[src/sv/sha256_message_digest_assert.svh]
// Assertion macros for the digest block
`ifndef SHA256_MESSAGE_DIGEST_ASSERT_SVH
`define SHA256_MESSAGE_DIGEST_ASSERT_SVH

// implication checked every cycle outside reset
`define SHA_ASSERT_IMP(label, ante, cons, msg) \
    label: assert property (@(posedge clk) disable iff (!rst_n) (ante) |-> (cons)) \
        else $error(msg);

// next-cycle implication
`define SHA_ASSERT_NEXT(label, ante, cons, msg) \
    label: assert property (@(posedge clk) disable iff (!rst_n) (ante) |=> (cons)) \
        else $error(msg);

`endif

[src/sv/sha_pkg.sv]
package sha_pkg;

    localparam int QueueDepth = 2;
    localparam int QueuePtrW  = 1;

    // one 64-byte block for the back end
    typedef struct packed {
        logic [511:0] data;
        logic         final_blk;
    } blk_req_t;

    typedef enum logic [1:0] {
        BK_IDLE,
        BK_ROUND,
        BK_FOLD,
        BK_EMIT
    } bk_state_t;

    typedef enum logic [1:0] {
        FR_GATHER,
        FR_PAD1,
        FR_PAD2
    } fr_state_t;

    localparam logic [31:0] INIT_HASH [8] = '{
        32'h6a09e667, 32'hbb67ae85, 32'h3c6ef372, 32'ha54ff53a,
        32'h510e527f, 32'h9b05688c, 32'h1f83d9ab, 32'h5be0cd19
    };

    localparam logic [31:0] ROUND_K [64] = '{
        32'h428a2f98, 32'h71374491, 32'hb5c0fbcf, 32'he9b5dba5,
        32'h3956c25b, 32'h59f111f1, 32'h923f82a4, 32'hab1c5ed5,
        32'hd807aa98, 32'h12835b01, 32'h243185be, 32'h550c7dc3,
        32'h72be5d74, 32'h80deb1fe, 32'h9bdc06a7, 32'hc19bf174,
        32'he49b69c1, 32'hefbe4786, 32'h0fc19dc6, 32'h240ca1cc,
        32'h2de92c6f, 32'h4a7484aa, 32'h5cb0a9dc, 32'h76f988da,
        32'h983e5152, 32'ha831c66d, 32'hb00327c8, 32'hbf597fc7,
        32'hc6e00bf3, 32'hd5a79147, 32'h06ca6351, 32'h14292967,
        32'h27b70a85, 32'h2e1b2138, 32'h4d2c6dfc, 32'h53380d13,
        32'h650a7354, 32'h766a0abb, 32'h81c2c92e, 32'h92722c85,
        32'ha2bfe8a1, 32'ha81a664b, 32'hc24b8b70, 32'hc76c51a3,
        32'hd192e819, 32'hd6990624, 32'hf40e3585, 32'h106aa070,
        32'h19a4c116, 32'h1e376c08, 32'h2748774c, 32'h34b0bcb5,
        32'h391c0cb3, 32'h4ed8aa4a, 32'h5b9cca4f, 32'h682e6ff3,
        32'h748f82ee, 32'h78a5636f, 32'h84c87814, 32'h8cc70208,
        32'h90befffa, 32'ha4506ceb, 32'hbef9a3f7, 32'hc67178f2
    };

    localparam logic [7:0] PAD_BYTE = 8'h80;

    function automatic logic [31:0] ror(input logic [31:0] v, input int amt);
        ror = (v >> amt) | (v << (32 - amt));
    endfunction

endpackage

[src/sv/sha_back.sv]
module sha_back
    import sha_pkg::*;
(
    input  logic        clk,
    input  logic        rst_n,
    input  logic        blk_valid,
    output logic        blk_stall,
    input  blk_req_t    blk_req,
    output logic        out_valid,
    input  logic        out_stall,
    output logic [31:0] digest_word,
    output logic [2:0]  word_index,
    output logic        digest_last
);

    bk_state_t    state_reg, state_next;
    logic [31:0]  h_reg [8];
    logic [31:0]  v_reg [8];
    logic [31:0]  w_reg [16];
    logic [511:0] blk_reg;
    logic         fin_reg;
    logic [5:0]   rnd_reg;
    logic [2:0]   idx_reg;
    logic [31:0]  w_cur, a15, a2, s0, s1, big0, big1, ch, maj, t1, t2;

    always_comb
    begin
        a15  = w_reg[4'(rnd_reg - 6'd15)];
        a2   = w_reg[4'(rnd_reg - 6'd2)];
        s0   = ror(a15, 7) ^ ror(a15, 18) ^ (a15 >> 3);
        s1   = ror(a2, 17) ^ ror(a2, 19) ^ (a2 >> 10);
        if (rnd_reg < 6'd16)
            w_cur = blk_reg[511 - 32*rnd_reg[3:0] -: 32];
        else
            w_cur = w_reg[rnd_reg[3:0]] + s0 + w_reg[4'(rnd_reg - 6'd7)] + s1;
        big1 = ror(v_reg[4], 6) ^ ror(v_reg[4], 11) ^ ror(v_reg[4], 25);
        ch   = (v_reg[4] & v_reg[5]) ^ (~v_reg[4] & v_reg[6]);
        t1   = v_reg[7] + big1 + ch + ROUND_K[rnd_reg] + w_cur;
        big0 = ror(v_reg[0], 2) ^ ror(v_reg[0], 13) ^ ror(v_reg[0], 22);
        maj  = (v_reg[0] & v_reg[1]) ^ (v_reg[0] & v_reg[2]) ^ (v_reg[1] & v_reg[2]);
        t2   = big0 + maj;
    end

    assign out_valid   = (state_reg == BK_EMIT);
    assign digest_word = h_reg[idx_reg];
    assign word_index  = idx_reg;
    assign digest_last = (idx_reg == 3'd7);

    always_comb
    begin
        state_next = state_reg;
        blk_stall  = 1'b1;
        unique case (state_reg)
            BK_IDLE:
            begin
                blk_stall = 1'b0;
                if (blk_valid)
                    state_next = BK_ROUND;
            end
            BK_ROUND: if (rnd_reg == 6'd63) state_next = BK_FOLD;
            BK_FOLD:  state_next = fin_reg ? BK_EMIT : BK_IDLE;
            BK_EMIT:  if (!out_stall && idx_reg == 3'd7) state_next = BK_IDLE;
            default:  state_next = BK_IDLE;
        endcase
    end

    always_ff @(posedge clk or negedge rst_n)
    begin
        if (!rst_n)
        begin
            state_reg <= BK_IDLE;
            rnd_reg   <= '0;
            idx_reg   <= '0;
            for (int k = 0; k < 8; k++)
                h_reg[k] <= INIT_HASH[k];
        end
        else
        begin
            state_reg <= state_next;
            if (state_reg == BK_ROUND)
                rnd_reg <= rnd_reg + 6'd1;
            if (state_reg == BK_FOLD)
                for (int k = 0; k < 8; k++)
                    h_reg[k] <= h_reg[k] + v_reg[k];
            if (state_reg == BK_EMIT && !out_stall)
            begin
                idx_reg <= idx_reg + 3'd1;
                // restart the hash once the last word goes
                if (idx_reg == 3'd7)
                    for (int k = 0; k < 8; k++)
                        h_reg[k] <= INIT_HASH[k];
            end
        end
    end

    always_ff @(posedge clk)
    begin
        if (state_reg == BK_IDLE && blk_valid)
        begin
            blk_reg <= blk_req.data;
            fin_reg <= blk_req.final_blk;
            for (int k = 0; k < 8; k++)
                v_reg[k] <= h_reg[k];
        end
        else if (state_reg == BK_ROUND)
        begin
            w_reg[rnd_reg[3:0]] <= w_cur;
            v_reg[7] <= v_reg[6];
            v_reg[6] <= v_reg[5];
            v_reg[5] <= v_reg[4];
            v_reg[4] <= v_reg[3] + t1;
            v_reg[3] <= v_reg[2];
            v_reg[2] <= v_reg[1];
            v_reg[1] <= v_reg[0];
            v_reg[0] <= t1 + t2;
        end
    end

endmodule

[config.mk]
export PLATFORM = sky130hd
export DESIGN_NAME = sha_back
export DESIGN_NICKNAME = d
export VERILOG_FILES = /design/src/sv/sha256_message_digest_assert.svh /design/src/sv/sha_pkg.sv /design/src/sv/sha_back.sv
export SDC_FILE = /design/constraint.sdc
export NUM_CORES = 2
export LEC_CHECK = 0
export BUFFER_PORTS_ARGS = -buffer_cell sky130_fd_sc_hd__buf_2
export CELL_PAD_IN_SITES_DETAIL_PLACEMENT = 1
export CELL_PAD_IN_SITES_GLOBAL_PLACEMENT = 2
export CORE_MARGIN = 2
export CORE_UTILIZATION = 43
export CTS_CLUSTER_DIAMETER = 50
export DETAILED_ROUTE_END_ITERATION = 6
export HOLD_SLACK_MARGIN = 0.12
export PLACE_DENSITY = 0.83
export SYNTH_ARGS = -nofsm -noshare
export SYNTH_HDL_FRONTEND = slang
export SYNTH_SLANG_ARGS = --single-unit
[constraint.sdc]
create_clock -name clk -period 27.5 [get_ports clk]
set_input_delay 2.75 -clock clk [delete_from_list [all_inputs] [get_ports clk]]
set_output_delay 2.75 -clock clk [all_outputs]
set_load 0.01 [all_outputs]
==> impl_results.md <==
- Num CTS Buffers: between 200 and 250
- Buffer count from post-CTS setup fixing: 0
- Pre-antenna DRT Iters: 6
- Hold WC Path Type: reg2reg
- Post-synthesis cell count: a little under 8000
- Simple-gate share of the synthesized area: 8.19%
- Sequential share of the synthesized area: a little under half
- Post-CTS sizing: 0
- Slew Limit Headroom: 6.66%
- Final Critical Period: 15.91 ns
- Starting Density: 43.3%
- Sink Count: between 1500 and 2000
- Required @ worst endpoint: between 20 and 30 ns
- Crit share post-route: 57.8%
- Chip height: 480 um
- CP Max Fanout: 52
- Critical-path cell with the highest stage delay: a21oi_2
- Rows: 174
- Detail Route Antenna Nets: 0
- Max cap viols: 0
- Run status: finished, final reports clean
- HP Start: h_reg[32]$_DFF_PN1_
- Flops & latches, synth: 1548
- Post-synthesis adder-cell area fraction: 9.48%
- Placed Instance Area: 104000 um2
- Crit-path most repeated cell: fa_1
- Main combinational cell family by area after synthesis: multiplexers
- Fraction of synthesized cell area in xor and xnor cells: between 5 and 6%
- Mapped Area: 97400 um2
- Worst skew pair latency: 0.93 ns
- Crit path largest cell delay: 0.85 ns
- Hold_buf cts: 0
- Fin util: around half
- Initial antenna violation count: 67
- Synth Warn #: 0
- Root buffer cell: clkbuf_16
- Routed len/inst: between 30 and 40 um
- Multi-input gate area: 49400 um2
- Final Max Slew Viols: 0
- Final hold violation count: 0
- Number of synthesized flops with an enable pin: 1281
- Startpoint types: flip-flop
- Total GRT Usage: 32.0%
- Setup crit start: rnd_reg[0]$_DFFE_PN0N_
- Final GP Congestion: 0.969
- Ports: approximately 560
- Distinct cells, synth: 90
- # DRC: 0
- Core area: 225000 um2
- CP arrival: 16.50 ns
- Final #Nets: 9530
- PortBufs: 554
- RSZ-0062 raised after global routing: no
- CTS clk-pin slew, worst paths: 0.05 ns
- First-pass GRT wire length: 542000 um
- Highest Clock Rate: about 63 MHz
- Worst-Margin Slew: ~1.4 ns
- Die ar.: 230000 um2
- Filler instances: 23200
- Design Area, Final: 111000 um2
- Vias per Instance: 6.30
- H-tree levels: 4
- Setup violators final: 0
- Sum of negative setup slack: 0 ns
- Fraction of layout cells with a size suffix above 1: 23.1%
- Complex-gate fraction of the synthesized area: between 10% and 20%
- Synth Net Count: just over 9000
- Mapped Avg Cell Area: 12.3 um2
- Main synth FF type: edfxtp_1
- Post-synthesis mux area share: between 10% and 20%
- Vias in the first global route: 76600
- Drt total wl: 376000 um
- Max Buffers Root-to-Sink: 3
- Crit end category: flip-flop
- Post-DP HPWL: 269000 um
- Sequential cell area: 45300 um2
- Pre-CTS setup slack: 11.82 ns
- Vias: about 73000
- CP Class: reg2reg
- Critical R2R Launch: rnd_reg[0]$_DFFE_PN0N_
- Largest net degree at the start of global routing: approximately 170
- Die X: 480 um
- TritonCTS clock tree: done
- Final setup skew: 0.111 ns
- Final worst slack: 11.59 ns
- Global route overflow: 0
- Area growth, synth to finish: 14.2%
- Initial drt markers: 7561
- Ys async rst share: 17.2%
path summary, 6_finish.rpt:
path / endpoint / slack [ns] / cells after the start
hold reg to reg: h_reg[32]$_DFF_PN1_ / 0.51 / 2
max in group asynchronous: rnd_reg[2]$_DFFE_PN0N_ / 23.59 / 3
setup reg to reg: v_reg[0][31]$_DFFE_PP_ / 11.59 / 48
hold / removal: h_reg[32]$_DFF_PN1_ / 0.51 / 2
min in group asynchronous: h_reg[151]$_DFF_PN0_ / 1.91 / 1
setup / recovery: v_reg[0][31]$_DFFE_PP_ / 11.59 / 48
cell usage in the layout (no fill, tap or decap), drive strengths merged, types with 29 or more instances in the layout:
| cell | instances |
|---|---|
| edfxtp | 1281 |
| nand2 | 1131 |
| buf | 706 |
| mux4 | 605 |
| a21oi | 500 |
| ha | 408 |
| xnor2 | 387 |
| o21ai | 371 |
| inv | 346 |
| nor2 | 340 |
| clkbuf | 257 |
| a21o | 224 |
| fa | 197 |
| xor2 | 193 |
| mux2i | 174 |
| dfstp | 136 |
| dfrtp | 131 |
| o211ai | 108 |
| nand3 | 90 |
| clkinv | 89 |
| diode | 71 |
| mux2 | 70 |
| nor3 | 65 |
| nor2b | 52 |
| nand2b | 50 |
| o22ai | 49 |
| o21bai | 49 |
| a31oi | 45 |
| a211oi | 42 |
| a221oi | 40 |
| and3 | 36 |
| o21a | 36 |
| o221ai | 31 |
| nand4 | 30 |
| o31ai | 29 |
critical path, delay by kind of cell, from the launching register on:
| kind | cells | cell delay, ns |
|---|---|---|
| fa+ha+maj | 11 | 5.09 |
| simple gates | 7 | 1.07 |
| buf+inv | 7 | 2.29 |
| compound gates | 15 | 3.74 |
| mux | 3 | 1.46 |
| xor+xnor | 5 | 1.08 |
| flops | 1 | 0.82 |
area by class of cell:
cell class                 instances  share of cell area, %
tap                             2992                   3.36
clock buffer                     257                   5.12
timing repair buffer             706                   3.63
sequential                      1548                   40.7
multi-input combinational       5615                   44.4
clock inverter                   151                   1.52
antenna                           71                  0.160
inverter                         321                   1.09
kinds of logic (layout without fill, tap and decap cells):
kind of cell | Yosys count | after routing
AO/OA/AOI/OAI | 1675 | 1675
XOR/XNOR | 581 | 581
adder cells (fa/ha/maj) | 624 | 624
buffers and inverters | 782 | 1435
flip-flops | 1548 | 1548
multiplexers | 849 | 849
other | 0 | 71
AND/OR/NAND/NOR | 1886 | 1886
cells in the mapped netlist (49+ instances only):
| library cell | instances | area [um2] |
|---|---|---|
| nand2b_1 | 50 | 313 |
| o211ai_1 | 108 | 811 |
| nor3_1 | 65 | 325 |
| xor2_1 | 193 | 1690 |
| mux2i_1 | 174 | 1740 |
| clkbuf_1 | 328 | 1230 |
| dfstp_2 | 136 | 3570 |
| a21oi_1 | 500 | 2500 |
| mux4_2 | 605 | 13600 |
| dfrtp_1 | 131 | 3280 |
| ha_1 | 408 | 5100 |
| fa_1 | 197 | 3940 |
| o22ai_1 | 49 | 307 |
| xnor2_1 | 386 | 3380 |
| a21o_1 | 224 | 1680 |
| inv_1 | 318 | 1190 |
| nand2_1 | 1131 | 4250 |
| mux2_2 | 70 | 788 |
| o21bai_1 | 49 | 368 |
| nor2_1 | 339 | 1270 |
| buf_1 | 80 | 300 |
| edfxtp_1 | 1281 | 38500 |
| nor2b_1 | 52 | 325 |
| nand3_1 | 90 | 450 |
| o21ai_0 | 366 | 1830 |
metal layers:
layer	global-route usage [%]	part of all wire (%)	wire, um
met5	0	0.026	97
met1	39.5	37	141000
met2	53.9	49	185000
met3	5.82	7.5	28200
met4	16.5	5.8	21900
per-stage QoR:
stage	hold slack, ns	std cells
2_1_floorplan	0.459	7945
3_3_place_gp	0.481	11200
3_5_place_dp	0.508	11200
4_1_cts	0.517	11600
5_1_grt	0.530	11600
6_report	0.511	11700
Power is left out: the tool's default activity adds up to more than one toggle a clock period on the data nets, which glitch-free logic cannot reach.
