$ cat src/sv/sha256_message_digest_assert.svh
// Assertion macros for the digest block
`ifndef SHA256_MESSAGE_DIGEST_ASSERT_SVH
`define SHA256_MESSAGE_DIGEST_ASSERT_SVH

// implication checked every cycle outside reset
`define SHA_ASSERT_IMP(label, ante, cons, msg) \
    label: assert property (@(posedge clk) disable iff (!rst_n) (ante) |-> (cons)) \
        else $error(msg);

// next-cycle implication
`define SHA_ASSERT_NEXT(label, ante, cons, msg) \
    label: assert property (@(posedge clk) disable iff (!rst_n) (ante) |=> (cons)) \
        else $error(msg);

`endif

$ cat src/sv/sha_pkg.sv
package sha_pkg;

    localparam int QueueDepth = 2;
    localparam int QueuePtrW  = 1;

    // one 64-byte block for the back end
    typedef struct packed {
        logic [511:0] data;
        logic         final_blk;
    } blk_req_t;

    typedef enum logic [1:0] {
        BK_IDLE,
        BK_ROUND,
        BK_FOLD,
        BK_EMIT
    } bk_state_t;

    typedef enum logic [1:0] {
        FR_GATHER,
        FR_PAD1,
        FR_PAD2
    } fr_state_t;

    localparam logic [31:0] INIT_HASH [8] = '{
        32'h6a09e667, 32'hbb67ae85, 32'h3c6ef372, 32'ha54ff53a,
        32'h510e527f, 32'h9b05688c, 32'h1f83d9ab, 32'h5be0cd19
    };

    localparam logic [31:0] ROUND_K [64] = '{
        32'h428a2f98, 32'h71374491, 32'hb5c0fbcf, 32'he9b5dba5,
        32'h3956c25b, 32'h59f111f1, 32'h923f82a4, 32'hab1c5ed5,
        32'hd807aa98, 32'h12835b01, 32'h243185be, 32'h550c7dc3,
        32'h72be5d74, 32'h80deb1fe, 32'h9bdc06a7, 32'hc19bf174,
        32'he49b69c1, 32'hefbe4786, 32'h0fc19dc6, 32'h240ca1cc,
        32'h2de92c6f, 32'h4a7484aa, 32'h5cb0a9dc, 32'h76f988da,
        32'h983e5152, 32'ha831c66d, 32'hb00327c8, 32'hbf597fc7,
        32'hc6e00bf3, 32'hd5a79147, 32'h06ca6351, 32'h14292967,
        32'h27b70a85, 32'h2e1b2138, 32'h4d2c6dfc, 32'h53380d13,
        32'h650a7354, 32'h766a0abb, 32'h81c2c92e, 32'h92722c85,
        32'ha2bfe8a1, 32'ha81a664b, 32'hc24b8b70, 32'hc76c51a3,
        32'hd192e819, 32'hd6990624, 32'hf40e3585, 32'h106aa070,
        32'h19a4c116, 32'h1e376c08, 32'h2748774c, 32'h34b0bcb5,
        32'h391c0cb3, 32'h4ed8aa4a, 32'h5b9cca4f, 32'h682e6ff3,
        32'h748f82ee, 32'h78a5636f, 32'h84c87814, 32'h8cc70208,
        32'h90befffa, 32'ha4506ceb, 32'hbef9a3f7, 32'hc67178f2
    };

    localparam logic [7:0] PAD_BYTE = 8'h80;

    function automatic logic [31:0] ror(input logic [31:0] v, input int amt);
        ror = (v >> amt) | (v << (32 - amt));
    endfunction

endpackage

$ cat src/sv/sha_front.sv
module sha_front
    import sha_pkg::*;
(
    input  logic           clk,
    input  logic           rst_n,
    input  logic           in_valid,
    output logic           in_stall,
    input  logic [7:0]     data_byte,
    input  logic           byte_valid,
    input  logic           last,
    output logic           blk_valid,
    input  logic           blk_stall,
    output blk_req_t       blk_req
);

    fr_state_t      state_reg, state_next;
    logic [511:0]   buf_reg, buf_next;
    logic [60:0]    count_reg, count_next;
    logic [511:0]   base;
    logic [5:0]     fill;
    logic [63:0]    bits;
    logic           blk_go;

    assign fill = count_reg[5:0];
    assign bits = {count_reg, 3'b000};
    assign blk_go = blk_valid && !blk_stall;

    // byte k sits at bits [511-8k -: 8]
    always_comb
    begin
        base = buf_reg;
        for (int k = 0; k < 64; k++)
        begin
            if (6'(k) == fill)
                base[511 - 8*k -: 8] = PAD_BYTE;
            else if (6'(k) > fill)
                base[511 - 8*k -: 8] = 8'h00;
        end
    end

    always_comb
    begin
        state_next = state_reg;
        buf_next   = buf_reg;
        count_next = count_reg;
        blk_valid  = 1'b0;
        blk_req    = '{data: buf_reg, final_blk: 1'b0};
        in_stall   = 1'b1;
        unique case (state_reg)
            FR_GATHER:
            begin
                in_stall = 1'b0;
                if (in_valid)
                begin
                    if (byte_valid)
                    begin
                        buf_next[511 - 8*fill -: 8] = data_byte;
                        count_next = count_reg + 61'd1;
                    end
                    if (byte_valid && fill == 6'd63)
                    begin
                        blk_valid = 1'b1;
                        blk_req.data = {buf_reg[511:8], data_byte};
                        in_stall = blk_stall;
                        if (!blk_stall && last)
                            state_next = FR_PAD2;
                    end
                    else if (last)
                    begin
                        state_next = FR_PAD1;
                    end
                    if (in_stall)
                    begin
                        buf_next   = buf_reg;
                        count_next = count_reg;
                        state_next = state_reg;
                    end
                end
            end
            FR_PAD1:
            begin
                blk_valid = 1'b1;
                if (fill >= 6'd56)
                begin
                    blk_req.data = base;
                    if (blk_go)
                    begin
                        buf_next   = '0;
                        state_next = FR_PAD2;
                        // mark so PAD2 writes zeros plus length
                    end
                end
                else
                begin
                    blk_req = '{data: {base[511:64], bits}, final_blk: 1'b1};
                    if (blk_go)
                    begin
                        count_next = '0;
                        state_next = FR_GATHER;
                    end
                end
            end
            FR_PAD2:
            begin
                blk_valid = 1'b1;
                // after a full or overflowing block: zeros, or 0x80 when fill is zero
                if (fill == 6'd0)
                    blk_req = '{data: {PAD_BYTE, 440'd0, bits}, final_blk: 1'b1};
                else
                    blk_req = '{data: {448'd0, bits}, final_blk: 1'b1};
                if (blk_go)
                begin
                    count_next = '0;
                    state_next = FR_GATHER;
                end
            end
            default: state_next = FR_GATHER;
        endcase
    end

    always_ff @(posedge clk or negedge rst_n)
    begin
        if (!rst_n)
        begin
            state_reg <= FR_GATHER;
            count_reg <= '0;
        end
        else
        begin
            state_reg <= state_next;
            count_reg <= count_next;
        end
    end

    always_ff @(posedge clk)
    begin
        buf_reg <= buf_next;
    end

endmodule

$ cat config.mk
export PLATFORM = sky130hd
export DESIGN_NAME = sha_front
export DESIGN_NICKNAME = d
export VERILOG_FILES = /design/src/sv/sha256_message_digest_assert.svh /design/src/sv/sha_pkg.sv /design/src/sv/sha_front.sv
export SDC_FILE = /design/constraint.sdc
export NUM_CORES = 2
export LEC_CHECK = 0
export ABC_AREA = 1
export BUFFER_PORTS_ARGS = -buffer_cell sky130_fd_sc_hd__buf_2
export CAP_MARGIN = 20
export CORE_ASPECT_RATIO = 1.75
export CORE_MARGIN = 5
export CORE_UTILIZATION = 30
export CTS_CLUSTER_DIAMETER = 150
export DETAILED_ROUTE_END_ITERATION = 10
export SYNTH_ARGS = -nofsm -noshare
export SYNTH_HDL_FRONTEND = slang
export SYNTH_SLANG_ARGS = --single-unit
$ cat constraint.sdc
create_clock -name clk -period 49.1 [get_ports clk]
set_input_delay 2.455 -clock clk [delete_from_list [all_inputs] [get_ports clk]]
set_output_delay 2.455 -clock clk [all_outputs]
set_load 0.05 [all_outputs]
==> results.txt <==
In this run, the combinational gates consume 60.1% of the power. After synthesis, the largest family of logic cells by area is compound AO/OA/AOI/OAI gates. Measured on the finished design, the core utilization comes to 35.6%.

Leaving out fill and tap cells, the most frequent cell in the layout is sky130_fd_sc_hd__inv_1. The clock network is responsible for 14.9% of the overall power. Die span in y: 452 um.

The kind of critical path is reg2out. For the number of CTS-inserted buffers, the log shows 59. Data arrives at the worst endpoint at 4.68 ns. Summing the areas of all fa, ha and maj instances in the mapped netlist gives 0.373% of the synthesized area. In this run switching power makes up 57.9% of total power. The fraction of layout instances using a drive strength above 1 is 16.5%, and the max-capacitance violation count is 0.

The clock reaches the later pin of the worst-skew pair after 0.69 ns. The initial utilization of the core area, before any placement, comes to 30.1%. The minimum clock period is 7.14 ns. The multi-input combinational cells in the finished layout cover a total of 12800 sq um.

TritonCTS built the clock tree. The power per unit of standard cell area came out at 85.5 nW/um^2. The count of boundary I/O pins is 529, and the flip-flop count of the largest register after layout is 512.

The area of the mapped netlist was 33500 sq um; the clock edge transition at the registers on the reported setup and hold paths was 0.07 ns. The filler cells instantiated in the layout total 11800. The highest net fanout along the worst path is 129, and the final setup violation count is 0. Counting flops with a built-in enable in the synthesized netlist gives 512. The clock passes through at most 3 buffers. For the internal power contribution, the log shows 0.00143 W. The total wire length came out at 161000 um. The relative area change from synthesis to final layout came out at 18.3%. The net switching power is 0.00196 W, and the number of setup buffers added after CTS is 0. Synthesis handed over a netlist of 4200 instances.

In this run, the number of DRC markers left after iteration 0 of detailed routing was 3598. The transition time at the pin with the least slew margin was 1.29 ns; the remaining antenna violation count was 0. Summing the areas of all compound-gate instances in the mapped netlist gives 20.8% of the synthesized area. Hold repair after CTS inserted 0 buffers. The logs give 32800 for the routed via count and 13.9% for the worst relative slew slack. The run gives 31300 as the number of global-route vias before repair.

The fraction of synthesis flops using an asynchronous set or reset pin came out at 11.0%. The initial antenna violation count was 13; the post-route setup TNS was 0 ns. The root buffer cell was sky130_fd_sc_hd__clkbuf_16.

In the routed design, unresolved DRC markers number 0. In the synthesized netlist the dominant register cell turns out to be sky130_fd_sc_hd__edfxtp_1. The logs give 8 for the detailed-router iteration count before antenna repair and 0 for the hold violation count in the final report. The core region area is 111000 sq um, and the count of input and output buffers is 528. Across the routed clock network, the largest skew measured is 0.0250 ns. The maximum level of the CTS H-tree came out at 2. Number of placement rows: 162. Setup repair after global routing left no endpoint under its margin. The run gives 4224 as the total nets after synthesis. After Yosys synthesis, and, or, nand and nor cells account for 16.7% of the synthesized area. The count of final max-slew check failures is 0, and the die boundary width is 263 um. The wire length of the first global-routing pass came out at 224000 um. The pin count of the biggest net entering global routing came out at 254. Wire length per cell after detailed routing: 26.1 um. The number of vias per cell after detailed routing works out to 5.32. The run gives 53 as the number of different library cells in the post-synthesis netlist.

The class of the tightest hold or removal check is reg2reg. The sequential fraction of the synthesis area was 50.6%; the timing-limited maximum frequency was 0.140 GHz. The tree built by TritonCTS fans out to 575 sinks. Across all hold checks on the routed design, the worst slack comes to 0.518 ns. The total leakage power came out at 16.9 nW. The post-CTS resize count was 0. The final layout contains 4668 nets.

The synthesized design contains 575 register bits. STA classifies the critical path startpoint as a flop. The storage element area is 17000 sq um, and the multiplexer share of the synthesized area is 0%.

During synthesis, Yosys emitted a total of 0 warnings. STA puts the critical path data required time at 46.65 ns. In the layout the commonest cells are sky130_fd_sc_hd__inv_1, sky130_fd_sc_hd__nor2_1, sky130_fd_sc_hd__o21ai_0, sky130_fd_sc_hd__a21oi_1, sky130_fd_sc_hd__buf_2.

After synthesis, the mean cell area works out to 7.98 sq um. The worst setup path is captured at a primary output. The congestion estimate from routability-driven global placement came to 1.01.

The run finished with clean final reports. The worst-case IR drop observed on VDD is 62.6 uV. The final critical path takes up 14.5% of the cycle.

The register share of total power is 25.0%. The die outline area was 119000 sq um. In the global route stage, overall resource usage came out at 25.5%.

Summing the areas of all xor and xnor instances in the mapped netlist gives 0.261% of the synthesized area. After global routing the overflow that remains totals 0. Detailed placement ended at an HPWL of 122000 um.
[metrics by stage]
step | total power [W] | std cells | setup WS, ns | cell area (sq um)
after floorplan | 0.00239 | 4200 | 20.12 | 33500
after global placement | 0.00286 | 6052 | 42.63 | 37500
after detailed placement | 0.00288 | 6053 | 42.56 | 37500
after CTS | 0.00338 | 6163 | 41.83 | 39600
after global routing | 0.00353 | 6170 | 41.67 | 39700
final | 0.00339 | 6173 | 41.96 | 39700
[routing by layer]
layer	part of all wire (%)	global-route usage, %	up-vias	wire (um)
met5	0.0081	0	-	13
met4	6.9	14.6	2	11000
met3	8.3	4.33	389	13400
met2	47	42.2	1801	75300
met1	38	31.6	15700	61400
li1	-	-	15000	-
[critical path, stage by stage, from the launching register on]
cell and delay, ns:
sky130_fd_sc_hd__dfrtp_1 0.44, sky130_fd_sc_hd__inv_1 0.10, sky130_fd_sc_hd__ha_2 0.24, sky130_fd_sc_hd__inv_8 0.21, sky130_fd_sc_hd__nor2_4 0.14, sky130_fd_sc_hd__buf_4 0.45, sky130_fd_sc_hd__inv_2 0.07, sky130_fd_sc_hd__buf_4 0.32
sky130_fd_sc_hd__nor2_1 0.26, sky130_fd_sc_hd__inv_1 0.13, sky130_fd_sc_hd__o21ai_0 0.79, sky130_fd_sc_hd__inv_1 0.31, sky130_fd_sc_hd__nor2_1 0.18, sky130_fd_sc_hd__buf_2 0.28
[final timing paths]
kind | start | depth (start not counted) | end | slack [ns]
min in group asynchronous | rst_n | 2 | count_reg[54] | 2.01
max | state_reg[1] | 13 | blk_req[83] | 41.96
min reg2reg | count_reg[60] | 2 | count_reg[60] | 0.52
max in group asynchronous | rst_n | 2 | count_reg[41] | 46.41
min | count_reg[60] | 2 | count_reg[60] | 0.52
max reg2reg | count_reg[0] | 12 | buf_reg[169] | 43.81
[kinds of logic (layout without fill, tap and decap cells)]
| family | count (synthesis) | in the layout |
|---|---|---|
| xor+xnor | 10 | 10 |
| other cells | 0 | 4 |
| buf+inv | 967 | 1460 |
| compound gates | 1298 | 1298 |
| flops | 575 | 575 |
| simple gates | 1340 | 1340 |
| fa+ha+maj | 10 | 10 |
[power by group through the flow]
| stage | Combinational [W] | Clock [W] | Sequential, W |
|---|---|---|---|
| after floorplan | 0.00139 | 0 | 0.00100 |
| after global placement | 0.00201 | 0 | 0.000852 |
| after detailed placement | 0.00202 | 0 | 0.000855 |
| after CTS | 0.00203 | 0.000510 | 0.000848 |
| after global routing | 0.00214 | 0.000527 | 0.000863 |
| final | 0.00204 | 0.000505 | 0.000849 |
[cell usage after synthesis, types with 4 or more instances]
cell / n / area, sq um
sky130_fd_sc_hd__inv_1: 740 / 2780
sky130_fd_sc_hd__nor2_1: 734 / 2760
sky130_fd_sc_hd__o21ai_0: 582 / 2910
sky130_fd_sc_hd__a21oi_1: 531 / 2660
sky130_fd_sc_hd__edfxtp_1: 512 / 15400
sky130_fd_sc_hd__nand2_1: 348 / 1310
sky130_fd_sc_hd__clkbuf_1: 113 / 424
sky130_fd_sc_hd__nor3_1: 73 / 365
sky130_fd_sc_hd__nand4_1: 70 / 438
sky130_fd_sc_hd__nand3_1: 68 / 340
sky130_fd_sc_hd__dfrtp_1: 63 / 1580
sky130_fd_sc_hd__buf_2: 56 / 280
sky130_fd_sc_hd__o21ai_1: 33 / 165
sky130_fd_sc_hd__o32ai_1: 31 / 272
sky130_fd_sc_hd__o31ai_1: 25 / 188
sky130_fd_sc_hd__inv_2: 22 / 82.6
sky130_fd_sc_hd__nor2_2: 21 / 131
sky130_fd_sc_hd__o22ai_1: 19 / 119
sky130_fd_sc_hd__a211oi_1: 15 / 113
sky130_fd_sc_hd__buf_1: 15 / 56.3
sky130_fd_sc_hd__nor2_4: 11 / 124
sky130_fd_sc_hd__buf_4: 10 / 75.1
sky130_fd_sc_hd__ha_1: 10 / 125
sky130_fd_sc_hd__o211ai_1: 10 / 75.1
sky130_fd_sc_hd__xor2_1: 10 / 87.6
sky130_fd_sc_hd__buf_6: 9 / 101
sky130_fd_sc_hd__a22o_1: 8 / 70.1
sky130_fd_sc_hd__a21oi_2: 6 / 52.6
sky130_fd_sc_hd__a31oi_1: 6 / 37.5
sky130_fd_sc_hd__nand2_2: 6 / 37.5
sky130_fd_sc_hd__a32oi_1: 5 / 43.8
sky130_fd_sc_hd__a22oi_1: 4 / 30.0
[cell type report]
cell class                      count  share of cell area, %
Antenna cell                        4                 0.0252
Clock buffer                       65                   3.89
Clock inverter                     45                   1.31
Inverter                          764                   7.26
Multi-Input combinational cell   2658                   32.3
Sequential cell                   575                   42.7
Tap cell                         1476                   4.66
Timing Repair Buffer              586                   7.83
Power figures use the tool's default switching activity.
