## src/sv/sha256_message_digest_assert.svh

```systemverilog
// Assertion macros for the digest block
`ifndef SHA256_MESSAGE_DIGEST_ASSERT_SVH
`define SHA256_MESSAGE_DIGEST_ASSERT_SVH

// implication checked every cycle outside reset
`define SHA_ASSERT_IMP(label, ante, cons, msg) \
    label: assert property (@(posedge clk) disable iff (!rst_n) (ante) |-> (cons)) \
        else $error(msg);

// next-cycle implication
`define SHA_ASSERT_NEXT(label, ante, cons, msg) \
    label: assert property (@(posedge clk) disable iff (!rst_n) (ante) |=> (cons)) \
        else $error(msg);

`endif

```

## src/sv/sha_pkg.sv

```systemverilog
package sha_pkg;

    localparam int QueueDepth = 2;
    localparam int QueuePtrW  = 1;

    // one 64-byte block for the back end
    typedef struct packed {
        logic [511:0] data;
        logic         final_blk;
    } blk_req_t;

    typedef enum logic [1:0] {
        BK_IDLE,
        BK_ROUND,
        BK_FOLD,
        BK_EMIT
    } bk_state_t;

    typedef enum logic [1:0] {
        FR_GATHER,
        FR_PAD1,
        FR_PAD2
    } fr_state_t;

    localparam logic [31:0] INIT_HASH [8] = '{
        32'h6a09e667, 32'hbb67ae85, 32'h3c6ef372, 32'ha54ff53a,
        32'h510e527f, 32'h9b05688c, 32'h1f83d9ab, 32'h5be0cd19
    };

    localparam logic [31:0] ROUND_K [64] = '{
        32'h428a2f98, 32'h71374491, 32'hb5c0fbcf, 32'he9b5dba5,
        32'h3956c25b, 32'h59f111f1, 32'h923f82a4, 32'hab1c5ed5,
        32'hd807aa98, 32'h12835b01, 32'h243185be, 32'h550c7dc3,
        32'h72be5d74, 32'h80deb1fe, 32'h9bdc06a7, 32'hc19bf174,
        32'he49b69c1, 32'hefbe4786, 32'h0fc19dc6, 32'h240ca1cc,
        32'h2de92c6f, 32'h4a7484aa, 32'h5cb0a9dc, 32'h76f988da,
        32'h983e5152, 32'ha831c66d, 32'hb00327c8, 32'hbf597fc7,
        32'hc6e00bf3, 32'hd5a79147, 32'h06ca6351, 32'h14292967,
        32'h27b70a85, 32'h2e1b2138, 32'h4d2c6dfc, 32'h53380d13,
        32'h650a7354, 32'h766a0abb, 32'h81c2c92e, 32'h92722c85,
        32'ha2bfe8a1, 32'ha81a664b, 32'hc24b8b70, 32'hc76c51a3,
        32'hd192e819, 32'hd6990624, 32'hf40e3585, 32'h106aa070,
        32'h19a4c116, 32'h1e376c08, 32'h2748774c, 32'h34b0bcb5,
        32'h391c0cb3, 32'h4ed8aa4a, 32'h5b9cca4f, 32'h682e6ff3,
        32'h748f82ee, 32'h78a5636f, 32'h84c87814, 32'h8cc70208,
        32'h90befffa, 32'ha4506ceb, 32'hbef9a3f7, 32'hc67178f2
    };

    localparam logic [7:0] PAD_BYTE = 8'h80;

    function automatic logic [31:0] ror(input logic [31:0] v, input int amt);
        ror = (v >> amt) | (v << (32 - amt));
    endfunction

endpackage

```

## src/sv/sha_queue.sv

```systemverilog
module sha_queue
    import sha_pkg::*;
(
    input  logic     clk,
    input  logic     rst_n,
    input  logic     wr_valid,
    output logic     wr_stall,
    input  blk_req_t wr_req,
    output logic     rd_valid,
    input  logic     rd_stall,
    output blk_req_t rd_req
);

    blk_req_t               mem_reg [QueueDepth];
    logic [QueuePtrW-1:0]   wp_reg, rp_reg;
    logic [QueuePtrW:0]     cnt_reg;
    logic                   wr_go, rd_go;

    assign wr_stall = (cnt_reg == (QueuePtrW+1)'(QueueDepth));
    assign rd_valid = (cnt_reg != '0);
    assign rd_req   = mem_reg[rp_reg];
    assign wr_go    = wr_valid && !wr_stall;
    assign rd_go    = rd_valid && !rd_stall;

    always_ff @(posedge clk or negedge rst_n)
    begin
        if (!rst_n)
        begin
            wp_reg  <= '0;
            rp_reg  <= '0;
            cnt_reg <= '0;
        end
        else
        begin
            if (wr_go)
                wp_reg <= wp_reg + 1'b1;
            if (rd_go)
                rp_reg <= rp_reg + 1'b1;
            cnt_reg <= cnt_reg + (QueuePtrW+1)'(wr_go) - (QueuePtrW+1)'(rd_go);
        end
    end

    always_ff @(posedge clk)
    begin
        if (wr_go)
            mem_reg[wp_reg] <= wr_req;
    end

endmodule

```

## config.mk

```make
export PLATFORM = sky130hd
export DESIGN_NAME = sha_queue
export DESIGN_NICKNAME = d
export VERILOG_FILES = /design/src/sv/sha256_message_digest_assert.svh /design/src/sv/sha_pkg.sv /design/src/sv/sha_queue.sv
export SDC_FILE = /design/constraint.sdc
export NUM_CORES = 1
export LEC_CHECK = 0
export BUFFER_PORTS_ARGS = -buffer_cell sky130_fd_sc_hd__buf_2
export CAP_MARGIN = 20
export CORE_AREA = 2 2 405 407
export CTS_BUF_LIST = sky130_fd_sc_hd__clkbuf_16
export DETAILED_ROUTE_END_ITERATION = 10
export DIE_AREA = 0 0 407 409
export GPL_TIMING_DRIVEN = 0
export MAX_ROUTING_LAYER = met4
export PLACE_DENSITY = 0.45
export SYNTH_ARGS = -nofsm -noshare
export SYNTH_HDL_FRONTEND = slang
export SYNTH_SLANG_ARGS = --single-unit
```

## constraint.sdc

```tcl
create_clock -name clk -period 63.5 [get_ports clk]
set_input_delay 6.35 -clock clk [delete_from_list [all_inputs] [get_ports clk]]
set_output_delay 6.35 -clock clk [all_outputs]
set_load 0.1 [all_outputs]
```

==> summary.txt, run 1 <==
Outcome
  – Result of the run: completed

Clocking
  – Number of resized instances in the post-cts repair step: 0
  – CTS Hold Bufs: 0
  – H-tree levels: 3
  – Count of clock tree sinks: 1030
  – Clk slew on worst S/H paths: 0.06 ns
  – Num CTS Buffers: 116
  – Buffer levels on the longest clock path: 3
  – Library cell used as clock root buffer: sky130_fd_sc_hd__clkbuf_16
  – CTS tree: done
  – Insertion delay of the later-clocked pin in the worst-skew pair: between 0.7 and 0.8 ns
  – Count of buffers added by post-CTS timing repair for setup: 0

Route
  – Final routed DRC violation total: 0
  – Post-detailed-routing wire length: 117000 um
  – Number of design-rule violations left by the first detailed-router iteration: 1025
  – Antenna Violating Nets Remaining: 0
  – Final routed wire length divided by cell count: 23.1 um
  – Drt pass-1 iters: 5
  – Total number of vias: ~20000
  – Detailed-route vias per instance: 3.92

STA
  – Slew at the pin closest to its max-slew limit: 0.710 ns
  – Period minus WS final: 9.06 ns
  – Tcrit/Tclk final: between 10 and 15%
  – Unrepaired setup endpoints after global routing: no
  – Max-slew violations: 0
  – Total negative slack for setup checks: 0 ns
  – Relative slew slack: 52.6%
  – Highest clock rate: 110 MHz
  – Final setup margin: 54.44 ns
  – Setup-failing EPs final: 0
  – Clock tree skew after final layout: 0.0404 ns
  – Number of hold violations in the final report: 0

Floorplan
  – Initial Util: 24.2%
  – Num ports: 1032
  – Area of the die: 0.166 sq mm
  – DIE HEIGHT: 409 um
  – Die X: 407 um
  – Number of rows in the core area: approximately 150
  – Placeable Area: 0.162 sq mm

Synthesis
  – Synthesized area per cell: approximately 24 sq um
  – Number of enable-type register cells in the synthesized netlist: 1026
  – Fraction of synthesized area in multiplexers: 19.1%
  – Post-synthesis share of cell area spent on and, or, nand and nor gates: 0.0829%
  – Synthesized-area fraction occupied by adder cells: 0.0638%
  – Syn Inst Count: around 1600
  – Net Count, Synth: 2133
  – Leading cell type by number of instances after synthesis: sky130_fd_sc_hd__edfxtp_1
  – Top post-synthesis cells by count: sky130_fd_sc_hd__edfxtp_1 (1026), sky130_fd_sc_hd__mux2_4 (460), sky130_fd_sc_hd__mux2_2 (53)
  – Synthesized flop and latch total: approximately 1000
  – Largest family of logic cells by synthesized area: multiplexers
  – Leading area contributor after synthesis: sky130_fd_sc_hd__edfxtp_1
  – Most used flip-flop cell after synthesis: sky130_fd_sc_hd__edfxtp_1
  – Share of synthesized area occupied by flip-flops and latches: 78.8%
  – Distinct cells, synth: 17
  – Warning count from the yosys run: 0
  – Top cell type's share of synthesized area: 78.5%
  – Ys async rst share: 0.388%
  – Parity-gate share of the synthesized area counting xor and xnor cells: 0.0893%
  – Compound-cell area share of the yosys netlist: 0%
  – Syn Std Cell Area: 0.0392 sq mm
  – Largest cells by area after synthesis: sky130_fd_sc_hd__edfxtp_1 (79%), sky130_fd_sc_hd__mux2_4 (18%), sky130_fd_sc_hd__mux2_2 (1.5%)

Setup path
  – Startpoint type of the worst setup path: flop
  – FF-to-FF setup slack: roughly 60 ns
  – Worst endpoint data arrival time: 2.71 ns
  – Crit. End Element: output pin
  – Worst flop-to-flop path startpoint: cnt_reg[1]
  – Required time reported for the critical path endpoint: ~57 ns
  – Reg2Reg Capture Point: mem_reg[0][167]
  – Length in cells of the worst reg-to-reg path: 10
  – Critical path peak fanout: 10
  – Kind of cell adding the most delay to the critical path: buffers and inverters
  – Cell Chain, Critical Path: buf_6 > buf_8 > buf_6 > mux2_4 > buf_2
  – Number of buffer and inverter stages on the critical path: 4
  – Standard cell with the maximum stage delay on the critical path: sky130_fd_sc_hd__buf_2
  – Cell repeated most along the worst path: sky130_fd_sc_hd__buf_6
  – Critical Setup Path Class: reg2out
  – Delay of the slowest critical-path stage: 0.52 ns

Min path
  – Worst hold path depth: 1
  – Hold Crit Endpoint: cnt_reg[1]
  – Worst Min Path Start: cnt_reg[1]
  – Classification of the worst-slack hold path: reg2reg

Placed design
  – Placed cell area: between 0.04 and 0.05 sq mm
  – Number of port buffers: 1031
  – Placement Setup Slack: 54.34 ns
  – Gp weighted congestion: 0.776
  – HPWL Detailed: 89000 um

Flow run
  – Max-cap viol count: 0

Finish
  – Fin area: approximately 0.052 sq mm
  – Area growth from synthesis to layout: 31.5%
  – Post-layout nets: around 3300
  – Fin util: 31.9%
  – Layout cells sized above 1: 62.0%
  – Number of flip-flops under the largest register name: 1026

Global routing
  – Number of antenna violations at the first check in global routing: 62
  – Wire length of the first global-routing pass: around 160000 um
  – Overflow left after global routing: 0
  – Gr usage total: 14.0%
  – Number of global-route vias before repair: 20200
  – Pin count of the biggest net entering global routing: 56
layout by cell type (no fill, tap or decap), types with 11 or more instances in the layout:
| cell type | instances |
|---|---|
| sky130_fd_sc_hd__buf_8 | 30 |
| sky130_fd_sc_hd__buf_2 | 1036 |
| sky130_fd_sc_hd__clkbuf_16 | 117 |
| sky130_fd_sc_hd__edfxtp_1 | 1026 |
| sky130_fd_sc_hd__buf_12 | 19 |
| sky130_fd_sc_hd__buf_16 | 14 |
| sky130_fd_sc_hd__clkinv_1 | 28 |
| sky130_fd_sc_hd__clkinv_2 | 11 |
| sky130_fd_sc_hd__mux2_4 | 460 |
| sky130_fd_sc_hd__diode_2 | 18 |
| sky130_fd_sc_hd__mux2_2 | 53 |
| sky130_fd_sc_hd__inv_1 | 28 |
| sky130_fd_sc_hd__buf_6 | 22 |
routing by layer:
layer | up-vias | track usage [%] | share of wire, %
li1 | 8875 | - | -
met4 | 0 | 3.67 | 2.2
met3 | 194 | 5.73 | 9.8
met1 | 10100 | 14.8 | 37
met5 | - | - | 0
met2 | 736 | 23.8 | 51
final cells by class:
type | instances | area [sq um]
Fill cell | 15900 | 110000
Clock inverter | 89 | 744
Antenna cell | 18 | 45.0
Timing Repair Buffer | 1064 | 5930
Inverter | 2 | 7.51
Tap cell | 2175 | 2720
Clock buffer | 117 | 2930
Sequential cell | 1030 | 30900
Buffer | 57 | 723
Multi-Input combinational cell | 525 | 7610
per-stage QoR:
step / cells / hold WS (ns)
5_1_grt: 5077 / 0.519
4_1_cts: 5059 / 0.501
6_report: 5077 / 0.502
2_1_floorplan: 1614 / 0.460
3_5_place_dp: 4853 / 0.488
3_3_place_gp: 4820 / 0.474
kinds of logic (layout without fill, tap and decap cells):
| logic type | count (synthesis) | in the layout |
|---|---|---|
| multiplexers | 513 | 513 |
| XOR/XNOR | 4 | 4 |
| flip-flops | 1030 | 1030 |
| buffers and inverters | 59 | 1329 |
| other | 0 | 18 |
| AND/OR/NAND/NOR | 6 | 6 |
| adder cells (fa/ha/maj) | 2 | 2 |
worst max-delay path by stage:
stage                     cells after the start               to  slack, ns  startpoint
after detailed placement                     10  mem_reg[0][162]      54.34    wr_valid
after global placement                        3  mem_reg[0][290]      16.97    wr_valid
after floorplan                               2    mem_reg[0][0]      34.44    wr_valid
final                                         5      rd_req[268]      54.44      rp_reg
after CTS                                     5      rd_req[271]      54.22      rp_reg
after global routing                          5      rd_req[266]      54.23      rp_reg
worst register-to-register path: cells and delay by family, from the launching register on:
kind                   cells  cell delay [ns]
buffers and inverters      7             1.58
flip-flops                 1             0.40
AND/OR/NAND/NOR            3             0.89
Power of run 1 is left out: the tool's default activity adds up to more than one toggle a clock period on the data nets, which glitch-free logic cannot reach.
==> inputs of run 2 (changes only) <==
Settings changed: PLACE_DENSITY 0.45 to 0.46.
Clock period 63.5 ns to 8.2 ns, I/O delays scaled along.
==> summary.txt, run 2 (synthesis results as in run 1) <==
Min path
  – Classification of the worst-slack hold path: in2reg
  – Worst Min Path Start: wr_req[181]

Outcome
  – Result of the run: completed

Placed design
  – Placed cell area: 0.0480 sq mm
  – HPWL Detailed: 89200 um
  – Number of port buffers: 1031
  – Gp weighted congestion: 0.764
  – Placement Setup Slack: 4.99 ns

STA
  – Setup-failing EPs final: 0
  – Slew at the pin closest to its max-slew limit: 0.781 ns
  – Final setup margin: between 4 and 5 ns
  – Clock tree skew after final layout: 0.0589 ns
  – Unrepaired setup endpoints after global routing: no
  – Highest clock rate: around 290 MHz
  – Max-slew violations: 0
  – Total negative slack for setup checks: 0 ns
  – Period minus WS final: 3.41 ns
  – Relative slew slack: 48.3%
  – Tcrit/Tclk final: 41.6%
  – Number of hold violations in the final report: 0

Clocking
  – Library cell used as clock root buffer: sky130_fd_sc_hd__clkbuf_16
  – Buffer levels on the longest clock path: 3
  – H-tree levels: 3
  – Num CTS Buffers: 116
  – CTS tree: done
  – Count of clock tree sinks: 1030
  – Insertion delay of the later-clocked pin in the worst-skew pair: between 0.7 and 0.8 ns
  – Clk slew on worst S/H paths: 0.06 ns

Route
  – Final routed wire length divided by cell count: 23.2 um
  – Final routed DRC violation total: 0
  – Total number of vias: 19900
  – Antenna Violating Nets Remaining: 0
  – Number of design-rule violations left by the first detailed-router iteration: 978
  – Detailed-route vias per instance: between 3 and 4
  – Post-detailed-routing wire length: 118000 um
  – Drt pass-1 iters: 5

Setup path
  – Delay of the slowest critical-path stage: 0.45 ns
  – Required time reported for the critical path endpoint: around 7.4 ns
  – Cell Chain, Critical Path: buf_6 > buf_8 > buf_6 > mux2_4 > buf_2
  – Cell repeated most along the worst path: sky130_fd_sc_hd__buf_6
  – Critical path peak fanout: 10
  – Critical Setup Path Class: reg2out
  – Worst flop-to-flop path startpoint: cnt_reg[1]
  – Number of buffer and inverter stages on the critical path: 4
  – Kind of cell adding the most delay to the critical path: buffers and inverters
  – Standard cell with the maximum stage delay on the critical path: sky130_fd_sc_hd__buf_2
  – Crit. End Element: output pin
  – Startpoint type of the worst setup path: flop
  – Crit path from: rp_reg
  – Worst endpoint data arrival time: ~2.6 ns

Floorplan
  – Die X: between 400 and 500 um
  – Initial Util: 24.2%
  – Placeable Area: 0.162 sq mm
  – Area of the die: 0.166 sq mm
  – Number of rows in the core area: 148
  – Num ports: 1032
  – DIE HEIGHT: 409 um

Global routing
  – Wire length of the first global-routing pass: 158000 um
  – Pin count of the biggest net entering global routing: 57
  – Number of antenna violations at the first check in global routing: 76
  – Gr usage total: roughly 14%
  – Overflow left after global routing: 0
  – Number of global-route vias before repair: 20500

Finish
  – Most common library cell in the layout ignoring fill and taps: sky130_fd_sc_hd__buf_2
  – Fin util: 31.9%
  – Post-layout nets: around 3300
  – Layout cells sized above 1: roughly 62%
  – Area growth from synthesis to layout: 31.9%
  – Number of flip-flops under the largest register name: 1026
  – Fin area: 0.0517 sq mm
  – Commonest non-fill, non-tap cells in the layout: sky130_fd_sc_hd__buf_2 (1036), sky130_fd_sc_hd__edfxtp_1 (1026), sky130_fd_sc_hd__mux2_4 (460), sky130_fd_sc_hd__clkbuf_16 (117), sky130_fd_sc_hd__mux2_2 (53)

Flow run
  – Max-cap viol count: 0
==> run 2: changes by cell type in the layout (fill, tap and decap cells not counted), sizes merged <==
cell	change
bufinv	-2
buf	+1
diode	+9
dlygate4sd3	+1
clkinv	+27
clkinvlp	-2
inv	-9
==> run 2: cell type report <==
| cell class | instances | area (sq um) |
|---|---|---|
| antenna | 27 | 67.6 |
| clock inverter | 103 | 764 |
| buffer | 57 | 723 |
| sequential | 1030 | 30900 |
| inverter | 2 | 7.51 |
| fill | 15900 | 110000 |
| tap | 2175 | 2720 |
| clock buffer | 117 | 2930 |
| timing repair buffer | 1066 | 5990 |
| multi-input combinational | 525 | 7620 |
==> run 2: routing by layer <==
layer  wire length [um]  vias up  track usage, %  share of wire [%]
met5                  0        -               -                  0
li1                   -     8918               -                  -
met4               4090        0            5.31                3.5
met1              41500     9980            14.0                 35
met2              59800      802            23.9                 51
met3              12900      242            6.54                 11
==> run 2: what timing repair did <==
action | CTS | global route
setup buffers | 0 | 0
gates resized for setup | 0 | 0
setup endpoints to repair | 0 | 0
hold buffers | 1 | 0
hold endpoints to repair | 4 | 0
==> run 2: per-stage QoR <==
stage	std cells	hold WS (ns)
final	5102	0.258
after CTS	5075	0.151
after global routing	5099	0.190
after detailed placement	4854	0.492
after floorplan	1614	0.460
after global placement	4820	0.478
==> run 2: path summary, 6_finish.rpt <==
kind / endpoint / slack [ns] / cells after the start
max: rd_req[272] / 4.79 / 5
min: mem_reg[0][181] / 0.26 / 1
max reg2reg: mem_reg[0][201] / 5.44 / 9
min reg2reg: cnt_reg[1] / 0.50 / 1
max in group asynchronous: cnt_reg[0] / 7.49 / 2
min in group asynchronous: rp_reg / 0.58 / 2
==> run 2: worst register-to-register path: stages (launching register included) <==
cell                       delay (ns)
sky130_fd_sc_hd__dfrtp_1         0.40
sky130_fd_sc_hd__nand2b_1        0.25
sky130_fd_sc_hd__nand2_8         0.09
sky130_fd_sc_hd__nor2_4          0.41
sky130_fd_sc_hd__buf_12          0.25
sky130_fd_sc_hd__buf_16          0.20
sky130_fd_sc_hd__buf_16          0.19
sky130_fd_sc_hd__buf_12          0.21
sky130_fd_sc_hd__buf_12          0.24
sky130_fd_sc_hd__buf_12          0.23
Power of run 2 is left out for the same reason.
